==> config.mk <==
export PLATFORM = sky130hd
export DESIGN_NAME = can_signal_extract_compose_flat
export DESIGN_NICKNAME = d
export VERILOG_FILES = /design/src/hw/rtl/canx_pkg.sv /design/src/hw/rtl/canx_if.sv /design/src/hw/rtl/canx_decode.sv /design/src/hw/rtl/can_signal_extract_compose.sv /design/src/flat_wrapper.sv
export SDC_FILE = /design/constraint.sdc
export NUM_CORES = 1
export LEC_CHECK = 0
export ABC_AREA = 1
export BUFFER_PORTS_ARGS = -buffer_cell sky130_fd_sc_hd__buf_4
export CAP_MARGIN = 30
export CORE_ASPECT_RATIO = 1.75
export CORE_MARGIN = 4
export CORE_UTILIZATION = 54
export DETAILED_ROUTE_END_ITERATION = 7
export MAX_ROUTING_LAYER = met4
export PLACE_DENSITY = 0.78
export SKIP_CTS_REPAIR_TIMING = 1
export SLEW_MARGIN = 20
export SYNTH_ARGS = -nofsm -noshare
export SYNTH_HDL_FRONTEND = slang
export SYNTH_SLANG_ARGS = --single-unit
==> constraint.sdc <==
create_clock -name i_clk -period 6.7 [get_ports i_clk]
set_input_delay 1.34 -clock i_clk [delete_from_list [all_inputs] [get_ports i_clk]]
set_output_delay 1.34 -clock i_clk [all_outputs]
set_load 0.01 [all_outputs]
==> src/hw/rtl/canx_pkg.sv <==
`default_nettype none
// ----------------------------------------------------------------------------
// canx_pkg: shared types and constants
// Frame and update structures, identifiers and fixed-point reciprocals used
// by the CAN telemetry signal extractor.
// ----------------------------------------------------------------------------
package canx_pkg;

    typedef struct packed {
        logic [10:0] frame_id;
        logic [7:0]  byte0;
        logic [7:0]  byte1;
        logic [7:0]  byte2;
        logic [7:0]  byte3;
        logic [7:0]  byte4;
        logic [7:0]  byte5;
        logic [7:0]  byte6;
        logic [7:0]  byte7;
        logic [31:0] now_ms;
    } t_frame;

    // payload bytes: index 7 is payload byte 0 (bits 63..56)
    typedef logic [7:0][7:0] t_payload;

    typedef struct packed {
        logic     accepted;
        logic     drive_touch;
        logic     motion_touch;
        logic [7:0] drive_be;
        logic [7:0] motion_be;
        t_payload drive_data;
        t_payload motion_data;
    } t_update;

    localparam logic [10:0] ID_STEER = 11'h076;
    localparam logic [10:0] ID_SPEED = 11'h077;
    localparam logic [10:0] ID_BRAKE = 11'h07D;
    localparam logic [10:0] ID_RPM   = 11'h204;
    localparam logic [10:0] ID_LONG  = 11'h213;
    localparam logic [10:0] ID_GEAR  = 11'h230;
    localparam logic [10:0] ID_LOAD  = 11'h43E;

    localparam logic [15:0] STEER_BASE  = 16'd1600;
    localparam logic [13:0] LAT_OFFSET  = 14'd2048;
    localparam logic [7:0]  LOAD_BIAS   = 8'd136;
    localparam logic [7:0]  LOAD_LIMIT  = 8'h43;
    localparam logic [3:0]  GEAR_MIN    = 4'd1;
    localparam logic [3:0]  GEAR_MAX    = 4'd10;

    // x/10 = (x * DIV10_MUL) >> 19, exact below 2^18
    localparam logic [31:0] DIV10_MUL   = 32'd52429;
    // x/9 = (x * DIV9_MUL) >> 16, exact below 2^15
    localparam logic [31:0] DIV9_MUL    = 32'd7282;
    // x*364/1000 = (x * LONG_MUL) >> 20, exact for x up to 512
    localparam logic [31:0] LONG_MUL    = 32'd381682;

endpackage
`default_nettype wire

==> src/hw/rtl/canx_if.sv <==
`default_nettype none
// ----------------------------------------------------------------------------
// canx interfaces
// Valid/ready channels for received frames and telemetry results.
// ----------------------------------------------------------------------------
interface canx_frame_if;
    logic        valid;
    logic        ready;
    logic [10:0] frame_id;
    logic [7:0]  byte0;
    logic [7:0]  byte1;
    logic [7:0]  byte2;
    logic [7:0]  byte3;
    logic [7:0]  byte4;
    logic [7:0]  byte5;
    logic [7:0]  byte6;
    logic [7:0]  byte7;
    logic [31:0] now_ms;

    modport source (
        output valid, frame_id, byte0, byte1, byte2, byte3, byte4, byte5, byte6,
               byte7, now_ms,
        input  ready
    );
    modport sink (
        input  valid, frame_id, byte0, byte1, byte2, byte3, byte4, byte5, byte6,
               byte7, now_ms,
        output ready
    );
endinterface

interface canx_telem_if;
    logic        valid;
    logic        ready;
    logic        accepted;
    logic [63:0] drive_payload;
    logic [63:0] motion_payload;
    logic [31:0] drive_stamp;
    logic [31:0] motion_stamp;
    logic [31:0] accepted_total;
    logic [31:0] ignored_total;

    modport source (
        output valid, accepted, drive_payload, motion_payload, drive_stamp,
               motion_stamp, accepted_total, ignored_total,
        input  ready
    );
    modport sink (
        input  valid, accepted, drive_payload, motion_payload, drive_stamp,
               motion_stamp, accepted_total, ignored_total,
        output ready
    );
endinterface
`default_nettype wire

==> src/hw/rtl/canx_decode.sv <==
`default_nettype none
// ----------------------------------------------------------------------------
// canx_decode: signal extraction
// Decodes one registered frame into byte writes for the drive and motion
// payloads.
// ----------------------------------------------------------------------------
module canx_decode (
    input  wire canx_pkg::t_frame  i_frame,
    output canx_pkg::t_update      o_upd
);

    logic [15:0] w_b01;
    logic [31:0] w_steer_prod;
    logic [15:0] w_steer;

    logic [12:0] w_lat_raw;
    logic [13:0] w_lat_diff;
    logic [13:0] w_lat_adj;
    logic [15:0] w_lat;

    logic [13:0] w_brk_in;
    logic [31:0] w_brk_prod;
    logic [15:0] w_brk;

    logic [15:0] w_rpm;

    logic [9:0]  w_ped_in;
    logic [31:0] w_ped_prod;
    logic [7:0]  w_ped;

    logic [9:0]  w_lon_raw;
    logic        w_lon_neg;
    logic [9:0]  w_lon_v;
    logic [9:0]  w_lon_mag;
    logic [31:0] w_lon_prod;
    logic [15:0] w_lon_q;
    logic [15:0] w_lon;

    logic [7:0]  w_flags;
    logic [3:0]  w_gear_raw;
    logic [7:0]  w_gear;

    logic [12:0] w_load_in;
    logic [31:0] w_load_prod;
    logic [7:0]  w_load;

    assign w_b01        = {i_frame.byte0, i_frame.byte1};
    assign w_steer_prod = 32'(w_b01) * canx_pkg::DIV10_MUL;
    assign w_steer      = canx_pkg::STEER_BASE - {3'b000, w_steer_prod[31:19]};

    assign w_lat_raw  = {i_frame.byte2[4:0], i_frame.byte3};
    assign w_lat_diff = {1'b0, w_lat_raw} - canx_pkg::LAT_OFFSET;
    // round toward zero before the halving shift
    assign w_lat_adj  = w_lat_diff + {13'd0, w_lat_diff[13]};
    assign w_lat      = {{3{w_lat_adj[13]}}, w_lat_adj[13:1]};

    assign w_brk_in   = {i_frame.byte3[3:0], i_frame.byte4, 2'b00};
    assign w_brk_prod = 32'(w_brk_in) * canx_pkg::DIV10_MUL;
    assign w_brk      = {3'b000, w_brk_prod[31:19]};

    assign w_rpm      = {2'b00, i_frame.byte3[4:0], i_frame.byte4, 1'b0};

    assign w_ped_in   = {i_frame.byte0[1:0], i_frame.byte1};
    assign w_ped_prod = 32'(w_ped_in) * canx_pkg::DIV10_MUL;
    assign w_ped      = w_ped_prod[26:19];

    // raw - 512 on ten bits is the raw value with its top bit inverted
    assign w_lon_raw  = {i_frame.byte5[1:0], i_frame.byte6};
    assign w_lon_v    = {~w_lon_raw[9], w_lon_raw[8:0]};
    assign w_lon_neg  = w_lon_v[9];
    assign w_lon_mag  = w_lon_neg ? (~w_lon_v + 10'd1) : w_lon_v;
    assign w_lon_prod = 32'(w_lon_mag) * canx_pkg::LONG_MUL;
    assign w_lon_q    = {8'd0, w_lon_prod[27:20]};
    assign w_lon      = w_lon_neg ? (~w_lon_q + 16'd1) : w_lon_q;

    assign w_flags    = {6'd0, i_frame.byte2[7], i_frame.byte3[7]};

    assign w_gear_raw = i_frame.byte0[7:4];
    assign w_gear     = (w_gear_raw inside {[canx_pkg::GEAR_MIN:canx_pkg::GEAR_MAX]})
                        ? {4'd0, w_gear_raw} : 8'd0;

    // /72 taken as >>3 then /9
    assign w_load_in   = {i_frame.byte5, i_frame.byte6[7:3]};
    assign w_load_prod = 32'(w_load_in) * canx_pkg::DIV9_MUL;
    assign w_load      = w_load_prod[23:16] - canx_pkg::LOAD_BIAS;

    always_comb begin
        o_upd              = '0;
        o_upd.accepted     = 1'b1;
        case (i_frame.frame_id)
            canx_pkg::ID_STEER: begin
                o_upd.motion_be[3]   = 1'b1;
                o_upd.motion_be[2]   = 1'b1;
                o_upd.motion_data[3] = w_steer[15:8];
                o_upd.motion_data[2] = w_steer[7:0];
                o_upd.motion_touch   = 1'b1;
            end
            canx_pkg::ID_SPEED: begin
                o_upd.drive_be[7]    = 1'b1;
                o_upd.drive_be[6]    = 1'b1;
                o_upd.drive_data[7]  = w_b01[15:8];
                o_upd.drive_data[6]  = w_b01[7:0];
                o_upd.drive_touch    = 1'b1;
                o_upd.motion_be[7]   = 1'b1;
                o_upd.motion_be[6]   = 1'b1;
                o_upd.motion_data[7] = w_lat[15:8];
                o_upd.motion_data[6] = w_lat[7:0];
                o_upd.motion_touch   = 1'b1;
            end
            canx_pkg::ID_BRAKE: begin
                o_upd.drive_be[1]    = 1'b1;
                o_upd.drive_be[0]    = 1'b1;
                o_upd.drive_data[1]  = w_brk[15:8];
                o_upd.drive_data[0]  = w_brk[7:0];
                o_upd.drive_touch    = 1'b1;
            end
            canx_pkg::ID_RPM: begin
                o_upd.drive_be[5]    = 1'b1;
                o_upd.drive_be[4]    = 1'b1;
                o_upd.drive_be[2]    = 1'b1;
                o_upd.drive_data[5]  = w_rpm[15:8];
                o_upd.drive_data[4]  = w_rpm[7:0];
                o_upd.drive_data[2]  = w_ped;
                o_upd.drive_touch    = 1'b1;
            end
            canx_pkg::ID_LONG: begin
                o_upd.motion_be[5]   = 1'b1;
                o_upd.motion_be[4]   = 1'b1;
                o_upd.motion_be[0]   = 1'b1;
                o_upd.motion_data[5] = w_lon[15:8];
                o_upd.motion_data[4] = w_lon[7:0];
                o_upd.motion_data[0] = w_flags;
                o_upd.motion_touch   = 1'b1;
            end
            canx_pkg::ID_GEAR: begin
                o_upd.motion_be[1]   = 1'b1;
                o_upd.motion_data[1] = w_gear;
                o_upd.motion_touch   = 1'b1;
            end
            canx_pkg::ID_LOAD: begin
                // out-of-range load: counted, nothing written
                if (i_frame.byte5 < canx_pkg::LOAD_LIMIT) begin
                    o_upd.drive_be[3]   = 1'b1;
                    o_upd.drive_data[3] = w_load;
                    o_upd.drive_touch   = 1'b1;
                end
            end
            default: begin
                o_upd.accepted = 1'b0;
            end
        endcase
    end

endmodule
`default_nettype wire

==> src/hw/rtl/can_signal_extract_compose.sv <==
`default_nettype none
// Accepted frames pass the input register and then the result registers.
// Throughput: one item per cycle unless stalled; input register, decode logic,
// result/state register; back-pressure stalls the result and a full input register.
// Reset (synchronous, active low) clears payloads, stamps, counters and valids.
// ----------------------------------------------------------------------------
// can_signal_extract_compose: CAN telemetry signal extractor
// Decodes received frames into two stored telemetry payloads with stamps
// and accepted/ignored frame counters.
// ----------------------------------------------------------------------------
module can_signal_extract_compose (
    input  wire          i_clk,
    input  wire          i_rst_n,
    canx_frame_if.sink   i_frame,
    canx_telem_if.source o_telem
);

    logic                 r_in_valid;
    canx_pkg::t_frame     r_in;
    logic                 r_out_valid;
    logic                 r_accepted;
    canx_pkg::t_payload   r_drive;
    canx_pkg::t_payload   r_motion;
    logic [31:0]          r_drive_stamp;
    logic [31:0]          r_motion_stamp;
    logic [31:0]          r_acc_total;
    logic [31:0]          r_ign_total;

    canx_pkg::t_payload   n_drive;
    canx_pkg::t_payload   n_motion;
    canx_pkg::t_update    w_upd;
    logic                 w_advance;
    logic                 w_in_fire;

    assign w_advance     = r_in_valid && (!r_out_valid || o_telem.ready);
    assign i_frame.ready = !r_in_valid || w_advance;
    assign w_in_fire     = i_frame.valid && i_frame.ready;

    canx_decode u_decode (
        .i_frame (r_in),
        .o_upd   (w_upd)
    );

    always_comb begin
        for (int k = 0; k < 8; k++) begin
            n_drive[k]  = w_upd.drive_be[k]  ? w_upd.drive_data[k]  : r_drive[k];
            n_motion[k] = w_upd.motion_be[k] ? w_upd.motion_data[k] : r_motion[k];
        end
    end

    always_ff @(posedge i_clk) begin
        if (w_in_fire) begin
            r_in.frame_id <= i_frame.frame_id;
            r_in.byte0    <= i_frame.byte0;
            r_in.byte1    <= i_frame.byte1;
            r_in.byte2    <= i_frame.byte2;
            r_in.byte3    <= i_frame.byte3;
            r_in.byte4    <= i_frame.byte4;
            r_in.byte5    <= i_frame.byte5;
            r_in.byte6    <= i_frame.byte6;
            r_in.byte7    <= i_frame.byte7;
            r_in.now_ms   <= i_frame.now_ms;
        end
    end

    always_ff @(posedge i_clk) begin
        if (!i_rst_n) begin
            r_in_valid     <= 1'b0;
            r_out_valid    <= 1'b0;
            r_accepted     <= 1'b0;
            r_drive        <= '0;
            r_motion       <= '0;
            r_drive_stamp  <= '0;
            r_motion_stamp <= '0;
            r_acc_total    <= '0;
            r_ign_total    <= '0;
        end else begin
            if (i_frame.ready) begin
                r_in_valid <= i_frame.valid;
            end
            if (w_advance) begin
                r_out_valid <= 1'b1;
                r_accepted  <= w_upd.accepted;
                r_drive     <= n_drive;
                r_motion    <= n_motion;
                if (w_upd.drive_touch) begin
                    r_drive_stamp <= r_in.now_ms;
                end
                if (w_upd.motion_touch) begin
                    r_motion_stamp <= r_in.now_ms;
                end
                if (w_upd.accepted) begin
                    r_acc_total <= r_acc_total + 32'd1;
                end else begin
                    r_ign_total <= r_ign_total + 32'd1;
                end
            end else if (o_telem.ready) begin
                r_out_valid <= 1'b0;
            end
        end
    end

    assign o_telem.valid          = r_out_valid;
    assign o_telem.accepted       = r_accepted;
    assign o_telem.drive_payload  = r_drive;
    assign o_telem.motion_payload = r_motion;
    assign o_telem.drive_stamp    = r_drive_stamp;
    assign o_telem.motion_stamp   = r_motion_stamp;
    assign o_telem.accepted_total = r_acc_total;
    assign o_telem.ignored_total  = r_ign_total;

endmodule
`default_nettype wire

==> src/flat_wrapper.sv <==
// flat-port wrapper written by rule: the top's interface ports become plain ports
module can_signal_extract_compose_flat 
  (i_clk, i_rst_n, i_frame_valid, i_frame_frame_id, i_frame_byte0, i_frame_byte1, i_frame_byte2, i_frame_byte3, i_frame_byte4, i_frame_byte5, i_frame_byte6, i_frame_byte7, i_frame_now_ms, i_frame_ready, o_telem_valid, o_telem_accepted, o_telem_drive_payload, o_telem_motion_payload, o_telem_drive_stamp, o_telem_motion_stamp, o_telem_accepted_total, o_telem_ignored_total, o_telem_ready);
  canx_frame_if i_frame_i ();
  canx_telem_if o_telem_i ();
  input  wire i_clk;
  input  wire i_rst_n;
  input wire logic [$bits(i_frame_i.valid)-1:0] i_frame_valid;
  input wire logic [$bits(i_frame_i.frame_id)-1:0] i_frame_frame_id;
  input wire logic [$bits(i_frame_i.byte0)-1:0] i_frame_byte0;
  input wire logic [$bits(i_frame_i.byte1)-1:0] i_frame_byte1;
  input wire logic [$bits(i_frame_i.byte2)-1:0] i_frame_byte2;
  input wire logic [$bits(i_frame_i.byte3)-1:0] i_frame_byte3;
  input wire logic [$bits(i_frame_i.byte4)-1:0] i_frame_byte4;
  input wire logic [$bits(i_frame_i.byte5)-1:0] i_frame_byte5;
  input wire logic [$bits(i_frame_i.byte6)-1:0] i_frame_byte6;
  input wire logic [$bits(i_frame_i.byte7)-1:0] i_frame_byte7;
  input wire logic [$bits(i_frame_i.now_ms)-1:0] i_frame_now_ms;
  output wire logic [$bits(i_frame_i.ready)-1:0] i_frame_ready;
  output wire logic [$bits(o_telem_i.valid)-1:0] o_telem_valid;
  output wire logic [$bits(o_telem_i.accepted)-1:0] o_telem_accepted;
  output wire logic [$bits(o_telem_i.drive_payload)-1:0] o_telem_drive_payload;
  output wire logic [$bits(o_telem_i.motion_payload)-1:0] o_telem_motion_payload;
  output wire logic [$bits(o_telem_i.drive_stamp)-1:0] o_telem_drive_stamp;
  output wire logic [$bits(o_telem_i.motion_stamp)-1:0] o_telem_motion_stamp;
  output wire logic [$bits(o_telem_i.accepted_total)-1:0] o_telem_accepted_total;
  output wire logic [$bits(o_telem_i.ignored_total)-1:0] o_telem_ignored_total;
  input wire logic [$bits(o_telem_i.ready)-1:0] o_telem_ready;
  assign i_frame_i.valid = i_frame_valid;
  assign i_frame_i.frame_id = i_frame_frame_id;
  assign i_frame_i.byte0 = i_frame_byte0;
  assign i_frame_i.byte1 = i_frame_byte1;
  assign i_frame_i.byte2 = i_frame_byte2;
  assign i_frame_i.byte3 = i_frame_byte3;
  assign i_frame_i.byte4 = i_frame_byte4;
  assign i_frame_i.byte5 = i_frame_byte5;
  assign i_frame_i.byte6 = i_frame_byte6;
  assign i_frame_i.byte7 = i_frame_byte7;
  assign i_frame_i.now_ms = i_frame_now_ms;
  assign i_frame_ready = i_frame_i.ready;
  assign o_telem_valid = o_telem_i.valid;
  assign o_telem_accepted = o_telem_i.accepted;
  assign o_telem_drive_payload = o_telem_i.drive_payload;
  assign o_telem_motion_payload = o_telem_i.motion_payload;
  assign o_telem_drive_stamp = o_telem_i.drive_stamp;
  assign o_telem_motion_stamp = o_telem_i.motion_stamp;
  assign o_telem_accepted_total = o_telem_i.accepted_total;
  assign o_telem_ignored_total = o_telem_i.ignored_total;
  assign o_telem_i.ready = o_telem_ready;
  can_signal_extract_compose u_core (.i_clk(i_clk), .i_rst_n(i_rst_n), .i_frame(i_frame_i), .o_telem(o_telem_i));
endmodule
==> results of run 1 <==
==> worst max-delay path, delay by kind of cell, from the launching register on <==
kind,cells,cell delay (ns)
adder cells (fa/ha/maj),9,3.19
AND/OR/NAND/NOR,12,1.13
AO/OA/AOI/OAI,6,0.90
buffers and inverters,6,0.43
flip-flops,1,0.40
XOR/XNOR,1,0.15
==> cell usage after synthesis (2+ instances only) <==
cell type,count
nor2_1,278
nor2_2,9
nor3b_1,5
fa_1,237
and2_1,2
or2_2,2
nand3_1,102
xnor2_1,31
nand3_2,2
o211ai_1,20
a21o_1,9
o221ai_1,2
o21ai_1,5
edfxtp_1,97
nand2_2,8
and3_1,3
a21oi_1,257
o31ai_1,3
a211oi_1,33
nor3_1,66
o21bai_1,16
a31oi_1,12
clkbuf_1,38
dfxtp_1,234
xor2_1,64
buf_2,22
buf_4,28
nand4_1,43
inv_2,9
nand3b_1,7
ha_1,435
nor4_2,3
inv_1,676
nor4_1,15
o21a_1,12
o21ai_0,169
nand2_1,580
==> cell type report <==
class / count / area (um^2) / share of cell area, %
timing repair buffer: 409 / 3083 / 9.009
clock buffer: 49 / 968.4 / 2.830
clock inverter: 11 / 110.1 / 0.3218
inverter: 686 / 2579 / 7.536
tap: 690 / 863.3 / 2.523
antenna: 4 / 10.01 / 0.02925
sequential: 331 / 7597 / 22.20
multi-input combinational: 2462 / 19010 / 55.55
==> path summary, 6_finish.rpt <==
path                                     startpoint                                end  slack, ns  cells after the start
setup reg to reg                    u_core.r_in[40]  u_core.o_telem.motion_payload[39]       0.34                     34
setup / recovery                    u_core.r_in[40]  u_core.o_telem.motion_payload[39]       0.34                     34
hold reg to reg   u_core.o_telem.motion_payload[10]  u_core.o_telem.motion_payload[10]       0.47                      2
hold / removal    u_core.o_telem.motion_payload[10]  u_core.o_telem.motion_payload[10]       0.47                      2
==> stage by stage <==
stage | util [%] | setup slack (ns) | hold WS [ns] | setup TNS [ns]
final | 63.19 | 0.3388 | 0.4705 | 0
after global routing | 63.19 | -0.03202 | 0.4989 | -0.05588
after CTS | 62.84 | 0.01237 | 0.4723 | 0
after detailed placement | 60.85 | 0.04886 | 0.4616 | 0
after global placement | 60.82 | 0.1032 | 0.4561 | 0
after floorplan | - | 0.05424 | 0.4475 | 0
==> cell families (layout without fill, tap and decap cells) <==
kind of cell | count (synthesis) | in the layout | synth area share [%]
other | 1 | 23 | 0.01272
adders and majority gates | 672 | 672 | 34.56
buffers and inverters | 774 | 1155 | 10.31
and+or+nand+nor | 1129 | 1129 | 16.16
DFF | 331 | 331 | 25.78
AOI/OAI and AO/OA | 546 | 546 | 10.30
xor gates and xnor gates | 96 | 96 | 2.878
==> per-layer routing <==
layer	GRT usage (%)	wire [um]
met2	56.29	46290
met4	14.56	5027
met1	31.02	30220
met3	4.566	5344
met5	-	0
==> state kept, by name, indices dropped and copies added (netlist names) <==
signal / cells
u_core.o_telem.motion_stamp: 32
u_core.o_telem.accepted_total: 32
u_core.r_in: 97
u_core.o_telem.motion_payload: 48
u_core.o_telem.valid: 1
u_core.o_telem.drive_payload: 55
u_core.o_telem.drive_stamp: 32
u_core.o_telem.accepted: 1
u_core.r_in_valid: 1
u_core.o_telem.ignored_total: 32
==> where the power goes <==
part	internal, mW	leakage (nW)	total [mW]	switching, mW
sequential	2.10	2.83	2.14	0.0386
clock	1.06	0.532	1.89	0.833
combinational	3.76	14.0	10.6	6.86
total	6.92	17.4	14.7	7.73
==> flow_metrics.tcl, run 1 <==
set metrics [dict create \
    place_inst 4566 \
    wl_um 86890 \
    ys.warnings.count 0 \
    synthesis.instances 3549 \
    grt_pass1_wl_um 135500 \
    yosys-top-cells-area "ha_1 18%, fa_1 16%, dfxtp_1 16%" \
    ios 370 \
    portBuffers 340 \
    drt_pass1_iterations 5 \
    clk_pin_slew_ns 0.06 \
    vias 25030 \
    syn-cell-area_um2 29470 \
    die_h_um 317.1 \
    grt_overflow 0 \
    cts_root_buf "clkbuf_16" \
    hold_violations 0 \
    synth_top_area_share_pct 18.47 \
    outcome "finished clean" \
    synth_seq_area_share_pct 25.78 \
    layout-area-overhead-vs-synth_pct 16.11 \
    viasPerCell 5.392 \
    grt_util_all_layers_pct 30.37 \
    gp_congestion 1.027 \
    setup-violations-final 0 \
    synth-edff-count 97 \
    synth.distinct_cells 52 \
    start_kind "register" \
    htree_levels 2 \
    layout_commonest_cell "inv_1" \
    numCtsBuffers 34 \
    clock.fmax_mhz 157.2 \
    syn-mean-instance-area_um2 8.305 \
    cp_max_fo 5 \
    grt_pass1_vias 25810 \
    placed_area_um2 32950 \
    finalMaxSlewViolations 0 \
    hp-class "reg -> reg" \
    max-slew-margin-rel_pct 42.57 \
    final_cells 4642 \
    die_width_um 184.6 \
    skew_ns 0.01704 \
    rsz0062_at_grt "true" \
    synthFlopType "dfxtp_1" \
    dieArea_um2 58530 \
    wl_per_cell_um 18.72 \
    cts_max_path_buffers 3 \
    synth-seq-cells 331 \
    cp.required_ns 7.13 \
    max-vdd-ir-drop_v 0.0009654 \
    cts_tree "yes" \
    worstSetupPathType "reg -> reg" \
    coreArea_um2 54150 \
    power.total_mw 14.65 \
    finish.instance_area_um2 34220 \
    clock-sinks 331 \
    yosysTopAreaCell "ha_1" \
    drv_cap 0 \
    period_share_pct 94.94 \
    p_leak_nw 17.36 \
    num-nets-final 4707 \
    grt_max_degree 78 \
    crit_slowest_cell "fa_1" \
    critPathMaxStageDelay_ns 0.56 \
    drc 0 \
    ant_nets 0 \
    crit_arrival_ns 6.79 \
    antenna_found_initial 3 \
    hpwl_um 72130 \
    post-route-min-period_ns 6.361 \
    power.density_nw_per_um2 428.2 \
    num_rows 113 \
    start_util_pct 54.43 \
    filler_cell_count 4647 \
    initialDrtViolationCount 1232 \
    final_cell_mix "673 x inv_1, 577 x nand2_1, 433 x ha_1, 408 x buf_4, 270 x nor2_1" \
    synthArstFlopShare_pct 0 \
    critPathCaptureType "register" \
    drive_gt1_share_pct 13.20 \
    tightest_slew_ns 0.8582 \
    crit_path_frequent_cell "nand2_1" \
    clk_latency_ns 0.55 \
]
Note: power is estimated with default switching activity, not from simulation.
==> inputs of run 2 (changes only) <==
==> constraint.sdc (replaced) <==
create_clock -name i_clk -period 5.14 [get_ports i_clk]
set_input_delay 1.028 -clock i_clk [delete_from_list [all_inputs] [get_ports i_clk]]
set_output_delay 1.028 -clock i_clk [all_outputs]
set_load 0.01 [all_outputs]
==> run 2 against run 1 <==
Effect of this change:
- combinational power up 100%
- count of clock-buffer cells in the layout shrank 2
- the run now ends with setup timing left
- worst setup slack lost 1.1 ns
- hold slack got worse by 0.0070 ns
- largest power group unchanged
- sequential cell count unchanged
- utilization up 5.9 points
- critical path depth did not move
==> flow_metrics.tcl, run 2 (synthesis gave the netlist of run 1 again) <==
set metrics [dict create \
    outcome "complete, but fails checks" \
    violations "setup timing" \
    antenna_found_initial 1 \
    p_leak_nw 18.71 \
    r2r_slack_ns -0.78 \
    num_rows 113 \
    grt_pass1_wl_um 139000 \
    num-nets-final 4933 \
    layout_commonest_cell "inv_1" \
    cts_root_buf "clkbuf_16" \
    drc 0 \
    placed_area_um2 34860 \
    clk_pin_slew_ns 0.07 \
    setup_ws_ns -0.7839 \
    cp.required_ns 5.55 \
    holdWs_ns 0.4635 \
    p_int_mw 13.56 \
    numCtsBuffers 34 \
    htree_levels 2 \
    skew_ns 0.03392 \
    regMostFlops "u_core.r_in" \
    cp_top_family "adder cells" \
    grt_max_degree 135 \
    ant_nets 0 \
    period_share_pct 115.3 \
    rsz0062_at_grt "true" \
    drt_pass1_iterations 5 \
    clock.fmax_mhz 168.8 \
    crit_arrival_ns 6.34 \
    viasPerCell 5.413 \
    hpwl_um 75230 \
    worst-path-buf-inv 6 \
    coreArea_um2 54150 \
    start_util_pct 54.43 \
    cts_tree "yes" \
    wl_per_cell_um 18.94 \
    power.density_nw_per_um2 723.7 \
    grt_util_all_layers_pct 31.12 \
    cts_max_path_buffers 3 \
    max-vdd-ir-drop_v 0.003435 \
    worstSetupPathType "reg -> reg" \
    post-route-min-period_ns 5.924 \
    finalMaxSlewViolations 0 \
    portBuffers 340 \
    largest_reg_flops 97 \
    drive_gt1_share_pct 23.88 \
    setup-violations-final 28 \
    hold_violations 0 \
    p_seq_share_pct 10.3 \
    crit_path_frequent_cell "nand2_1" \
    power_frac_clock_pct 9.9 \
    ios 370 \
    hp-class "reg -> reg" \
    dieArea_um2 58530 \
    clk_latency_ns 0.57 \
    wl_um 92170 \
    grt_pass1_vias 26590 \
    final_cell_mix "647 x inv_1, 618 x buf_4, 509 x nand2_1, 399 x ha_1, 239 x nor2_1" \
    drv_cap 0 \
    clock-sinks 331 \
    crit_slowest_cell "fa_2" \
    swShare_pct 49.97 \
    gp_congestion 0.9665 \
    max-slew-margin-rel_pct 34.43 \
    start_kind "register" \
    grt_overflow 0 \
    comb_power_share_pct 79.8 \
    cp_max_fo 3 \
    initialDrtViolationCount 1390 \
    p_switching_mw 13.54 \
    finish.instance_area_um2 37440 \
    critPathCaptureType "register" \
    die_h_um 317.1 \
    vias 26340 \
    critPathMaxStageDelay_ns 0.53 \
    layout-area-overhead-vs-synth_pct 27.02 \
    die_width_um 184.6 \
    tightest_slew_ns 0.9799 \
]
run 2: changes by cell type in the layout (fill, tap and decap cells not counted), moves of 27 or more:
cell / previous run / this run
ha_1: 433 / 399
nand2_2: 11 / 59
nand2_1: 577 / 509
buf_4: 408 / 618
nor2_1: 270 / 239
ha_4: 2 / 33
a21oi_1: 254 / 227
run 2: tightest hold or removal path, cell delays in order, from the launching register on:
cell and delay, ns:
dfxtp_1 0.31, nand2_1 0.06, a21oi_1 0.05
run 2: layer usage:
layer | global-route usage (%) | vias to the layer above | wire length [um]
met1 | 32.44 | 12560 | 32340
met2 | 57.33 | 876 | 49500
met3 | 4.417 | 277 | 5157
met5 | - | - | 0
li1 | - | 12630 | -
met4 | 14.48 | 0 | 5175
run 2: path summary, 6_finish.rpt:
path | start | to | cells after the start
setup / recovery | u_core.r_in[40] | u_core.o_telem.motion_payload[39] | 34
hold / removal | u_core.o_telem.motion_payload[10] | u_core.o_telem.motion_payload[10] | 2
setup reg to reg | u_core.r_in[40] | u_core.o_telem.motion_payload[39] | 34
hold reg to reg | u_core.o_telem.motion_payload[10] | u_core.o_telem.motion_payload[10] | 2
run 2: per-stage QoR:
step	TNS [ns]	setup WS [ns]	total power, mW	instances	util (%)
2_1_floorplan	-10.60	-0.9439	13.43	3567	-
3_3_place_gp	-16.20	-0.8261	19.91	4776	64.38
3_5_place_dp	-18.23	-0.9125	20.14	4776	64.38
4_1_cts	-19.45	-0.9459	22.98	4837	66.61
5_1_grt	-23.01	-1.087	29.23	4866	69.14
6_report	-16.27	-0.7839	27.10	4866	69.14
run 2: layout make-up:
cell class	count	area, um^2
Tap cell	690	863.3
Timing Repair Buffer	635	4848
Clock buffer	47	1002
Multi-Input combinational cell	2462	20320
Sequential cell	331	7597
Fill cell	4359	16710
Antenna cell	1	2.502
Inverter	686	2594
Clock inverter	14	206.4
run 2: power groups by stage:
stage / combinational [mW] / sequential, mW / clock [mW]
after floorplan: 10.6 / 2.85 / 0
after global placement: 17.1 / 2.84 / 0
after detailed placement: 17.3 / 2.84 / 0
after CTS: 17.5 / 2.78 / 2.74
after global routing: 23.6 / 2.78 / 2.82
final: 21.6 / 2.78 / 2.70
